File: config.mk
export PLATFORM = sky130hd
export DESIGN_NAME = base64_decoder_with_length_check_unit
export DESIGN_NICKNAME = d
export VERILOG_FILES = /design/src/rtl/b64d_pkg.sv /design/src/rtl/base64_decoder_with_length_check_unit.sv /design/src/rtl/b64d_front.sv /design/src/rtl/b64d_queue.sv /design/src/rtl/b64d_back.sv
export SDC_FILE = /design/constraint.sdc
export NUM_CORES = 1
export LEC_CHECK = 0
export BUFFER_PORTS_ARGS = -buffer_cell sky130_fd_sc_hd__buf_2
export CAP_MARGIN = 0
export CORE_ASPECT_RATIO = 0.6
export CORE_MARGIN = 1
export CORE_UTILIZATION = 50
export DETAILED_ROUTE_END_ITERATION = 12
export PLACE_DENSITY_LB_ADDON = 0.2
export REMOVE_ABC_BUFFERS = 1
export SYNTH_ARGS = -nofsm -noshare
export SYNTH_HDL_FRONTEND = slang
export SYNTH_HIERARCHICAL = 1
export SYNTH_SLANG_ARGS = --single-unit
File: constraint.sdc
create_clock -name clk -period 4 [get_ports clk]
set_input_delay 0.2 -clock clk [delete_from_list [all_inputs] [get_ports clk]]
set_output_delay 0.2 -clock clk [all_outputs]
set_load 0.01 [all_outputs]
File: src/rtl/b64d_pkg.sv
`default_nettype none
// ---------------------------------------------------------------------------
// b64d_pkg
// Types, constants and the character-to-sextet function of the base64 decoder.
// ---------------------------------------------------------------------------
package b64d_pkg;

  localparam logic [7:0] PAD_CHAR     = 8'h3D;
  localparam int         EXP_WIDTH    = 12;
  localparam logic [EXP_WIDTH-1:0] EXP_RESET = 12'd32;
  localparam int         QDEPTH       = 4;
  localparam int         QPTR_WIDTH   = $clog2(QDEPTH);
  localparam logic [5:0] SEXTET_PLUS  = 6'd62;
  localparam logic [5:0] SEXTET_SLASH = 6'd63;
  localparam logic [7:0] DIGIT_OFFSET = 8'd52;
  localparam logic [7:0] LOWER_OFFSET = 8'd26;

  typedef enum logic [1:0] {
    ST_OK         = 2'd0,
    ST_BAD_LENGTH = 2'd1,
    ST_TOO_LONG   = 2'd2,
    ST_TOO_SHORT  = 2'd3
  } status_t;

  // One queue entry: a decoded group and, at the end of a string, its status.
  typedef struct packed {
    logic [23:0] val;
    logic [1:0]  nbytes;
    logic        has_status;
    status_t     code;
  } group_t;

  function automatic logic [5:0] sextet_of(input logic [7:0] c);
    logic [7:0] t;
    t = 8'd0;
    if (c inside {[8'h41:8'h5A]}) begin
      t = c - 8'h41;
    end else if (c inside {[8'h61:8'h7A]}) begin
      t = c - 8'h61 + LOWER_OFFSET;
    end else if (c inside {[8'h30:8'h39]}) begin
      t = c - 8'h30 + DIGIT_OFFSET;
    end else if (c == 8'h2B) begin
      t = {2'b00, SEXTET_PLUS};
    end else if (c == 8'h2F) begin
      t = {2'b00, SEXTET_SLASH};
    end
    return t[5:0];
  endfunction

endpackage
`default_nettype wire

File: src/rtl/base64_decoder_with_length_check_unit.sv
`default_nettype none
// ---------------------------------------------------------------------------
// base64_decoder_with_length_check_unit
// Streaming base64 decoder that checks the decoded length against a
// configured byte count and closes every string with a status item.
// ---------------------------------------------------------------------------
//  channel  | direction | handshake             | payload
//  ---------+-----------+-----------------------+-----------------------------
//  in       | in        | in_valid / in_stall   | in_char, final_char
//  out      | out       | out_valid / out_stall | out_byte, is_status,
//           |           |                       | status_code, run_end
//  cfg      | in        | cfg_valid / cfg_ready | cfg_data (expected_bytes)
//
// A character is taken in every cycle with in_stall low; a result leaves in
// every cycle with one queued and out_stall low, through the output register.
// Four results at most follow one character; a four-entry group queue
// absorbs them, and in_stall is high only while that queue is full.
// Synchronous reset clears all stream state and sets expected_bytes to 32.
// ---------------------------------------------------------------------------
module base64_decoder_with_length_check_unit #(
  parameter int COUNT_WIDTH = 13
) (
  input  wire logic                           clk,
  input  wire logic                           rst,
  input  wire logic                           in_valid,
  output logic                                in_stall,
  input  wire logic [7:0]                     in_char,
  input  wire logic                           final_char,
  output logic                                out_valid,
  input  wire logic                           out_stall,
  output logic [7:0]                          out_byte,
  output logic                                is_status,
  output logic [1:0]                          status_code,
  output logic                                run_end,
  input  wire logic                           cfg_valid,
  output logic                                cfg_ready,
  input  wire logic [b64d_pkg::EXP_WIDTH-1:0] cfg_data
);

  logic             accept;
  logic             q_push;
  b64d_pkg::group_t q_push_data;
  logic             q_pop;
  b64d_pkg::group_t q_head;
  logic             q_full;
  logic             q_empty;

  assign cfg_ready = 1'b1;
  assign in_stall  = q_full;
  assign accept    = in_valid && !in_stall;

  b64d_front #(
    .COUNT_WIDTH(COUNT_WIDTH)
  ) u_front (
    .clk       (clk),
    .rst       (rst),
    .accept    (accept),
    .in_char   (in_char),
    .final_char(final_char),
    .cfg_valid (cfg_valid),
    .cfg_data  (cfg_data),
    .push      (q_push),
    .push_data (q_push_data)
  );

  b64d_queue u_queue (
    .clk      (clk),
    .rst      (rst),
    .push     (q_push),
    .push_data(q_push_data),
    .pop      (q_pop),
    .head     (q_head),
    .full     (q_full),
    .empty    (q_empty)
  );

  b64d_back u_back (
    .clk        (clk),
    .rst        (rst),
    .head       (q_head),
    .empty      (q_empty),
    .pop        (q_pop),
    .out_valid  (out_valid),
    .out_stall  (out_stall),
    .out_byte   (out_byte),
    .is_status  (is_status),
    .status_code(status_code),
    .run_end    (run_end)
  );

  // The queue is never written while it is full.
  a_no_overflow: assert property (@(posedge clk) disable iff (rst)
    q_push |-> !q_full)
    else $error("group queue written while full");

  // A status item always closes the results of its character.
  a_status_ends_run: assert property (@(posedge clk) disable iff (rst)
    out_valid && is_status |-> run_end && (out_byte == 8'd0))
    else $error("status item without run_end or with a non-zero byte");

  // Data items carry no status code.
  a_data_code_ok: assert property (@(posedge clk) disable iff (rst)
    out_valid && !is_status |-> (status_code == b64d_pkg::ST_OK))
    else $error("data item with a status code");

  // Nothing is taken from an empty queue.
  a_no_underflow: assert property (@(posedge clk) disable iff (rst)
    q_pop |-> !q_empty)
    else $error("group queue read while empty");

endmodule
`default_nettype wire

File: src/rtl/b64d_front.sv
`default_nettype none
// ---------------------------------------------------------------------------
// b64d_front
// Accepts characters, packs sextets into groups, keeps the byte count and
// judges the length at the final character.
// ---------------------------------------------------------------------------
module b64d_front #(
  parameter int COUNT_WIDTH = 13
) (
  input  wire logic                          clk,
  input  wire logic                          rst,
  input  wire logic                          accept,
  input  wire logic [7:0]                    in_char,
  input  wire logic                          final_char,
  input  wire logic                          cfg_valid,
  input  wire logic [b64d_pkg::EXP_WIDTH-1:0] cfg_data,
  output logic                               push,
  output b64d_pkg::group_t                   push_data
);

  localparam int CMP_W = (COUNT_WIDTH > b64d_pkg::EXP_WIDTH) ? COUNT_WIDTH
                                                             : b64d_pkg::EXP_WIDTH;

  logic [b64d_pkg::EXP_WIDTH-1:0] expected_bytes;
  logic [17:0]                    acc;
  logic [1:0]                     pos;
  logic                           prev_pad;
  logic [COUNT_WIDTH-1:0]         count;

  logic                   is_pad;
  logic [5:0]             sextet;
  logic [1:0]             nbytes;
  logic [COUNT_WIDTH:0]   sum;
  logic [COUNT_WIDTH-1:0] count_next;
  logic [CMP_W-1:0]       cnt_ext;
  logic [CMP_W-1:0]       exp_ext;
  b64d_pkg::status_t      code;

  always_comb begin
    is_pad = (in_char == b64d_pkg::PAD_CHAR);
    sextet = is_pad ? 6'd0 : b64d_pkg::sextet_of(in_char);
    nbytes = 2'd3;
    if (final_char) begin
      nbytes = nbytes - {1'b0, is_pad} - {1'b0, prev_pad};
    end
    sum = {1'b0, count} + (COUNT_WIDTH + 1)'(nbytes);
    // The count sticks at its top value rather than wrapping.
    count_next = sum[COUNT_WIDTH] ? {COUNT_WIDTH{1'b1}} : sum[COUNT_WIDTH-1:0];
    cnt_ext = CMP_W'(count_next);
    exp_ext = CMP_W'(expected_bytes);
    if (pos != 2'd3) begin
      code = b64d_pkg::ST_BAD_LENGTH;
    end else if (cnt_ext > exp_ext) begin
      code = b64d_pkg::ST_TOO_LONG;
    end else if (cnt_ext < exp_ext) begin
      code = b64d_pkg::ST_TOO_SHORT;
    end else begin
      code = b64d_pkg::ST_OK;
    end
  end

  always_comb begin
    push                 = accept && ((pos == 2'd3) || final_char);
    push_data.val        = {acc, sextet};
    push_data.nbytes     = (pos == 2'd3) ? nbytes : 2'd0;
    push_data.has_status = final_char;
    push_data.code       = final_char ? code : b64d_pkg::ST_OK;
  end

  always_ff @(posedge clk) begin
    if (rst) begin
      expected_bytes <= b64d_pkg::EXP_RESET;
    end else if (cfg_valid) begin
      expected_bytes <= cfg_data;
    end
  end

  always_ff @(posedge clk) begin
    if (rst) begin
      acc      <= '0;
      pos      <= '0;
      prev_pad <= 1'b0;
      count    <= '0;
    end else if (accept) begin
      if (final_char) begin
        // The string is finished: everything returns to its starting value.
        acc      <= '0;
        pos      <= '0;
        prev_pad <= 1'b0;
        count    <= '0;
      end else begin
        prev_pad <= is_pad;
        if (pos == 2'd3) begin
          acc   <= '0;
          pos   <= '0;
          count <= count_next;
        end else begin
          acc <= {acc[11:0], sextet};
          pos <= pos + 2'd1;
        end
      end
    end
  end

endmodule
`default_nettype wire

File: src/rtl/b64d_queue.sv
`default_nettype none
// ---------------------------------------------------------------------------
// b64d_queue
// Short first-in first-out queue of decoded groups between front and back.
// ---------------------------------------------------------------------------
module b64d_queue (
  input  wire logic              clk,
  input  wire logic              rst,
  input  wire logic              push,
  input  wire b64d_pkg::group_t  push_data,
  input  wire logic              pop,
  output b64d_pkg::group_t       head,
  output logic                   full,
  output logic                   empty
);

  b64d_pkg::group_t                  entries [b64d_pkg::QDEPTH];
  logic [b64d_pkg::QPTR_WIDTH-1:0]   wr_ptr;
  logic [b64d_pkg::QPTR_WIDTH-1:0]   rd_ptr;
  logic [b64d_pkg::QPTR_WIDTH:0]     fill;

  assign full  = (fill == (b64d_pkg::QPTR_WIDTH + 1)'(b64d_pkg::QDEPTH));
  assign empty = (fill == '0);
  assign head  = entries[rd_ptr];

  always_ff @(posedge clk) begin
    if (push) begin
      entries[wr_ptr] <= push_data;
    end
  end

  always_ff @(posedge clk) begin
    if (rst) begin
      wr_ptr <= '0;
      rd_ptr <= '0;
      fill   <= '0;
    end else begin
      if (push) begin
        wr_ptr <= wr_ptr + 1'b1;
      end
      if (pop) begin
        rd_ptr <= rd_ptr + 1'b1;
      end
      if (push && !pop) begin
        fill <= fill + 1'b1;
      end else if (pop && !push) begin
        fill <= fill - 1'b1;
      end
    end
  end

endmodule
`default_nettype wire

File: src/rtl/b64d_back.sv
`default_nettype none
// ---------------------------------------------------------------------------
// b64d_back
// Walks the group at the head of the queue and issues one result per cycle
// into the output register unless the queue is empty or out_stall holds it.
// ---------------------------------------------------------------------------
module b64d_back (
  input  wire logic              clk,
  input  wire logic              rst,
  input  wire b64d_pkg::group_t  head,
  input  wire logic              empty,
  output logic                   pop,
  output logic                   out_valid,
  input  wire logic              out_stall,
  output logic [7:0]             out_byte,
  output logic                   is_status,
  output logic [1:0]             status_code,
  output logic                   run_end
);

  logic [1:0] idx;
  logic [2:0] total;
  logic       last;
  logic       load;
  logic       st_item;
  logic [7:0] sel_byte;

  always_comb begin
    total   = {1'b0, head.nbytes} + {2'b00, head.has_status};
    last    = (({1'b0, idx} + 3'd1) == total);
    load    = !empty && (!out_valid || !out_stall);
    pop     = load && last;
    st_item = (idx == head.nbytes);
    case (idx)
      2'd0:    sel_byte = head.val[23:16];
      2'd1:    sel_byte = head.val[15:8];
      2'd2:    sel_byte = head.val[7:0];
      default: sel_byte = 8'd0;
    endcase
  end

  always_ff @(posedge clk) begin
    if (rst) begin
      out_valid <= 1'b0;
      idx       <= '0;
    end else begin
      if (load) begin
        out_valid <= 1'b1;
        idx       <= last ? 2'd0 : idx + 2'd1;
      end else if (!out_stall) begin
        out_valid <= 1'b0;
      end
    end
  end

  always_ff @(posedge clk) begin
    if (load) begin
      out_byte    <= st_item ? 8'd0 : sel_byte;
      is_status   <= st_item;
      status_code <= st_item ? head.code : b64d_pkg::ST_OK;
      run_end     <= last;
    end
  end

endmodule
`default_nettype wire

Word level (Yosys, flattened, before mapping):

Memories as Yosys holds them, arrays and structs flattened. A register that Yosys moved wholly into a read port is not among the register bits.
Cells that the tools add are included.

* register bits after elaboration: 68
* bits in latches: 0
* RAM bits: 116
* memory bits (read-only): 0
* input bits: 26
* output and inout bits: 15
* word-level logic and storage cells: 102
* memories kept: 1

* add/subtract/negate cells: 16
* multiply operators: 0
* div/mod/pow operators: 0
* magnitude comparators: 8
* eq/ne operators: 11
* shift-type cells: 0
* mux-type cells: 30
* bitwise operators: 0
* reductions and logical operators: 22

Memories
* u_queue.entries: depth 4, width 29, read ports 1, clocked after Yosys merged registers in 1, write ports 1, line b64d_queue.sv:17 `b64d_pkg::group_t entries [b64d_pkg::QDEPTH];`

Operators with widths (number)
* $mux 13: 3
* $mux 18: 2
* $mux 6: 6
* $eq 8x6->1 const B: 3
* $pmux 8 s3: 1
* $mux 2: 11
* $ge 8x7->1 const B: 2
* $le 8x7->1 const B: 2
* $add 13x2->14: 1
* $gt 13x12->1: 1
* $lt 13x12->1: 1
* $sub 6x6->6 const B: 2
* $logic_and 1x1->1: 9
* $add 2x1->2 const B: 4
* $ge 8x6->1 const B: 1
* $le 8x6->1 const B: 1
* $add 6x5->6 const B: 1
* $add 6x6->6 const B: 1
* $logic_not 1->1: 6
* $mux 3: 2
* $sub 6x1->6 const B: 1
* $mux 1: 5
* $eq 2x2->1 const B: 2
* $reduce_bool 2->1: 2
* 16 further kinds: 17

Logic depth before layout (Yosys ltp):

* depth after elaboration: 11
* mapped depth: 19
* depth with buffers taken out: 18

Modules after synthesis:

The synthesis kept the hierarchy.

Modules (own cells, without submodules)
* b64d_queue: times used 1, cells each 195, area each 4621.9 µm², sequential area each 3663.5 µm²
* b64d_front: times used 1, cells each 386, area each 3088.0 µm², sequential area each 920.9 µm²
* b64d_back: times used 1, cells each 62, area each 779.5 µm², sequential area each 420.4 µm²
* base64_decoder_with_length_check_unit: times used 1, cells each 3, area each 25.0 µm², sequential area each 0.0 µm²

Worst setup path before layout:

Ideal clock, no wire load.

* path kind: input to register
* start point: input in_char[1]
* end point: memory u_queue/entries[0][1] (netlist bit) (data pin)
* library setup time: 187 ps
* arrival: 3265 ps
* slack: 547 ps
* cell stages on the path: 18
* cell sequence: inv_1 > ha_1 > nand2_1 > nor2_2 > ha_1 > nand2_1 > ha_1 > fa_1 > and4_1 > clkbuf_2 > nand4_1 > xor2_1 > nand2_1 > ha_1 > a21oi_1 > o21ai_0 > nand4b_1 > a31oi_1

RTL lines
* start: declaration: line base64_decoder_with_length_check_unit.sv:27 `input wire logic [7:0] in_char,`
* end: declaration: line b64d_queue.sv:17

==> summary.txt <==
Outcome
  – Status: finished clean

Worst setup path
  – Most used cell, CP: ha_1
  – Setup CP Type: in2reg
  – CP delay by family, top: compound AO/OA/AOI/OAI gates
  – Worst-case reg-to-reg path depth: 13
  – Crit Path Max Fanout: 8
  – Crit start category: primary input
  – Data arrival, critical path: 3.86 ns
  – CP max stage delay: 0.36 ns
  – R2R setup slack: 0.47 ns
  – Crit-path cells: buf_2, inv_1, ha_1, nand2_1, nor2_2, ha_1, nand2_1, ha_1, a21oi_1, nor2_2, nand4_1, o21ai_0, ha_1, nand3_1, o21bai_1, a21oi_1, o21bai_1, a41o_1
  – Setup crit end kind: register
  – Worst Path Required: 4.16 ns
  – Buffers & Inverters on Critical Path: 2
  – Critical Path Start: in_char[1]
  – RR Endpoint: u_queue/fill[2]$_SDFFE_PP0P_
  – Slowest-stage cell, CP: a21oi_1

Timing
  – Period utilization: 92.6%
  – Setup Viol. Count Final: 0
  – Clk_skew: around 0.01 ns
  – Max frequency: 270 MHz
  – Slack of the critical path: roughly 0.30 ns
  – Worst hold slack: 0.0165 ns
  – Slew @ Worst Pin: 0.627 ns
  – RSZ-0062 raised after global routing: no
  – Fin crit period: roughly 3.7 ns
  – Relative slew slack: ~58%
  – Fin. max-slew vios: 0
  – Final hold violation count: 0

CTS
  – Max Buffers Root-to-Sink: 2
  – CTS-repair resized insts: 0
  – Worst-Skew Late Latency: roughly 0.43 ns
  – Num CTS Buffers: 17
  – Root Buffer: clkbuf_16
  – Postcts setup bufs: 0
  – H-Tree Depth: 4
  – Clk sinks: 186
  – Clock-pin slew on the worst setup and hold paths: roughly 0.070 ns
  – CTS tree: built
  – Hold Buf Count CTS: 7

Run
  – Max-cap violations: 0

Detailed routing
  – DRC Markers: 0
  – Via density: approximately 5.8
  – DRT Pass-1 Iters: 6
  – Final wirelength: around 19000 microns
  – Wire per inst: between 15 and 20 microns
  – 1st-iter DRT viols: 573
  – DR vias: roughly 5400
  – Remaining antenna violation count: 0

Pwr
  – Clock share of power: 33.0%
  – Combinational power share: 21.9%
  – Pleak: between 3 and 4 nW
  – Tot Pwr: approximately 5.3 mW
  – Reg power frac: between 40% and 50%
  – Sw Share: 28.7%
  – Peak supply drop: 0.000337 V
  – PwrDens: 549 nW/um^2
  – Internal: roughly 3.8 mW
  – P_sw: roughly 1.5 mW

Floorplanning
  – Core Area: approximately 16000 sq um
  – Die X: ~170 microns
  – Die Y: 103 microns
  – Io pins: between 40 and 50
  – Die ar.: roughly 18000 sq um
  – Row count: 36
  – Initial Util: 51.8%

Yosys
  – FFs w/ async S/R, synth: 0%
  – Syn Area/Cell: about 13 sq um
  – Post-synth top flop: edfxtp_1
  – Synth unique cells: 74
  – Post-synth EDFFs: 128
  – Register bit count reported by yosys: between 150 and 200
  – Synthesized instance count: approximately 650
  – Mapped Area: around 8500 sq um
  – Post-synthesis sequential area ratio: between 50% and 60%
  – Synth Warn #: 6

Worst hold path
  – Min-Delay Path Class: in2reg
  – Worst hold endpoint: u_front/expected_bytes[3]$_SDFFE_PP0P_
  – Hold Path Depth: 3
  – Worst Hold Launch: cfg_data[3]

Placement
  – Gpl congestion: roughly 0.94
  – Pre-CTS WS: -0.0206 ns
  – Placed cells: 899
  – Port buffer count: 39
  – Dpl hpwl: 12600 microns

GRT
  – First-pass GRT wire length: roughly 30000 microns
  – Total grt overflow: 0
  – Number of global-route vias before repair: 5202
  – Largest net degree at the start of global routing: 35
  – Antenna violations before repair: 0
  – Total global routing track utilization: a little under a quarter

Layout
  – Nets: 762
  – Post-Layout Cell Count: roughly 940
  – Most common cell after layout, fill and taps aside: edfxtp_1
  – Layout cell share with drive strength beyond 1: between 10% and 20%
  – # diodes: 0
  – P&R area growth vs syn: 13.2%
  – Most frequent cells in the layout: edfxtp_1 (128), dfxtp_1 (57), nor2_1 (55)
## cell families after synthesis
| group | after synthesis | share of synthesized area, % |
|---|---|---|
| adder cells (fa/ha/maj) | 39 | 5.91 |
| AND/OR/NAND/NOR | 177 | 11.0 |
| flip-flops | 186 | 58.8 |
| AO/OA/AOI/OAI | 122 | 9.58 |
| multiplexers | 45 | 9.61 |
| other | 1 | 0.0440 |
| buffers and inverters | 58 | 3.23 |
| XOR/XNOR | 18 | 1.85 |
## per-layer routing
layer	share of wire [%]	up-vias	GRT usage [%]
met2	42	214	33.0
li1	-	2527	-
met3	8.6	10	4.72
met5	0	-	0
met4	0.68	0	5.06
met1	48	2697	34.8
## stage by stage
| stage | TNS [ns] | utilization (%) | area (sq um) |
|---|---|---|---|
| floorplan | -0.171 | - | 8340 |
| global placement | 0 | 54.5 | 8950 |
| detailed placement | -0.108 | 54.5 | 8950 |
| CTS | 0 | 58.6 | 9640 |
| global route | 0 | 58.6 | 9640 |
| finish | 0 | 58.6 | 9640 |
## layout make-up
| type | instances | area [sq um] |
|---|---|---|
| fillers | 1320 | 6800 |
| multi-input cells | 402 | 3230 |
| repair buffers | 64 | 400 |
| clock buffers | 17 | 425 |
| clock inverters | 15 | 191 |
| well taps | 228 | 285 |
| flip-flops and latches | 186 | 5010 |
| inverters | 26 | 97.6 |
## how the worst max path moves through the flow
| stage | end | slack, ns | cells past startpoint |
|---|---|---|---|
| 6_report | u_queue/entries[1][0]$_DFFE_PP_ | 0.30 | 18 |
| 3_5_place_dp | u_queue/entries[1][1]$_DFFE_PP_ | -0.02 | 18 |
| 2_1_floorplan | u_queue/fill[2]$_SDFFE_PP0P_ | -0.17 | 13 |
| 5_1_grt | u_queue/entries[1][1]$_DFFE_PP_ | 0.08 | 18 |
| 4_1_cts | u_queue/entries[1][1]$_DFFE_PP_ | 0.40 | 18 |
| 3_3_place_gp | u_queue/entries[2][0]$_DFFE_PP_ | 0.19 | 18 |
## sequential cells by signal (all words and copies together), names as in the netlist, 2 cells and up, named ones only
register,count
u_back/idx,2
u_back/out_byte,8
u_back/status_code,2
u_front/acc,18
u_front/count,13
u_front/expected_bytes,12
u_front/pos,2
u_queue/entries,116
u_queue/fill,3
u_queue/rd_ptr,2
u_queue/wr_ptr,2
## power groups by stage
stage | registers [mW] | clock network (mW) | logic [mW]
4_1_cts | 2.39 | 1.77 | 1.16
6_report | 2.38 | 1.75 | 1.16
3_5_place_dp | 2.43 | 0 | 1.15
2_1_floorplan | 2.49 | 0 | 0.683
3_3_place_gp | 2.42 | 0 | 1.12
5_1_grt | 2.41 | 1.84 | 1.27
## tightest hold or removal path, delay by kind of cell
family / cells / cell delay, ns
buffers and inverters: 1 / 0.07
muxes: 1 / 0.05
and+or+nand+nor: 1 / 0.08
## synthesized netlist by cell type, drive strengths merged, types with 6 or more instances
| library cell | instances | area share [%] |
|---|---|---|
| mux4 | 29 | 7.7 |
| nand4 | 7 | 0.51 |
| nor2b | 20 | 1.6 |
| nand2 | 35 | 1.5 |
| inv | 26 | 1.1 |
| a21o | 6 | 0.53 |
| mux2i | 15 | 1.8 |
| nor4 | 7 | 0.51 |
| nand3 | 6 | 0.35 |
| a222oi | 8 | 0.94 |
| buf | 21 | 1.6 |
| ha | 37 | 5.4 |
| nand2b | 6 | 0.44 |
| o31ai | 6 | 0.53 |
| edfxtp | 128 | 45 |
| and2 | 12 | 0.90 |
| clkbuf | 11 | 0.50 |
| nor2 | 57 | 2.6 |
| a21oi | 43 | 2.6 |
| xnor2 | 6 | 0.62 |
| xor2 | 12 | 1.2 |
| o21ai | 24 | 1.4 |
| nor3 | 8 | 0.71 |
| dfxtp | 58 | 14 |
Power figures use the tool's default switching activity.
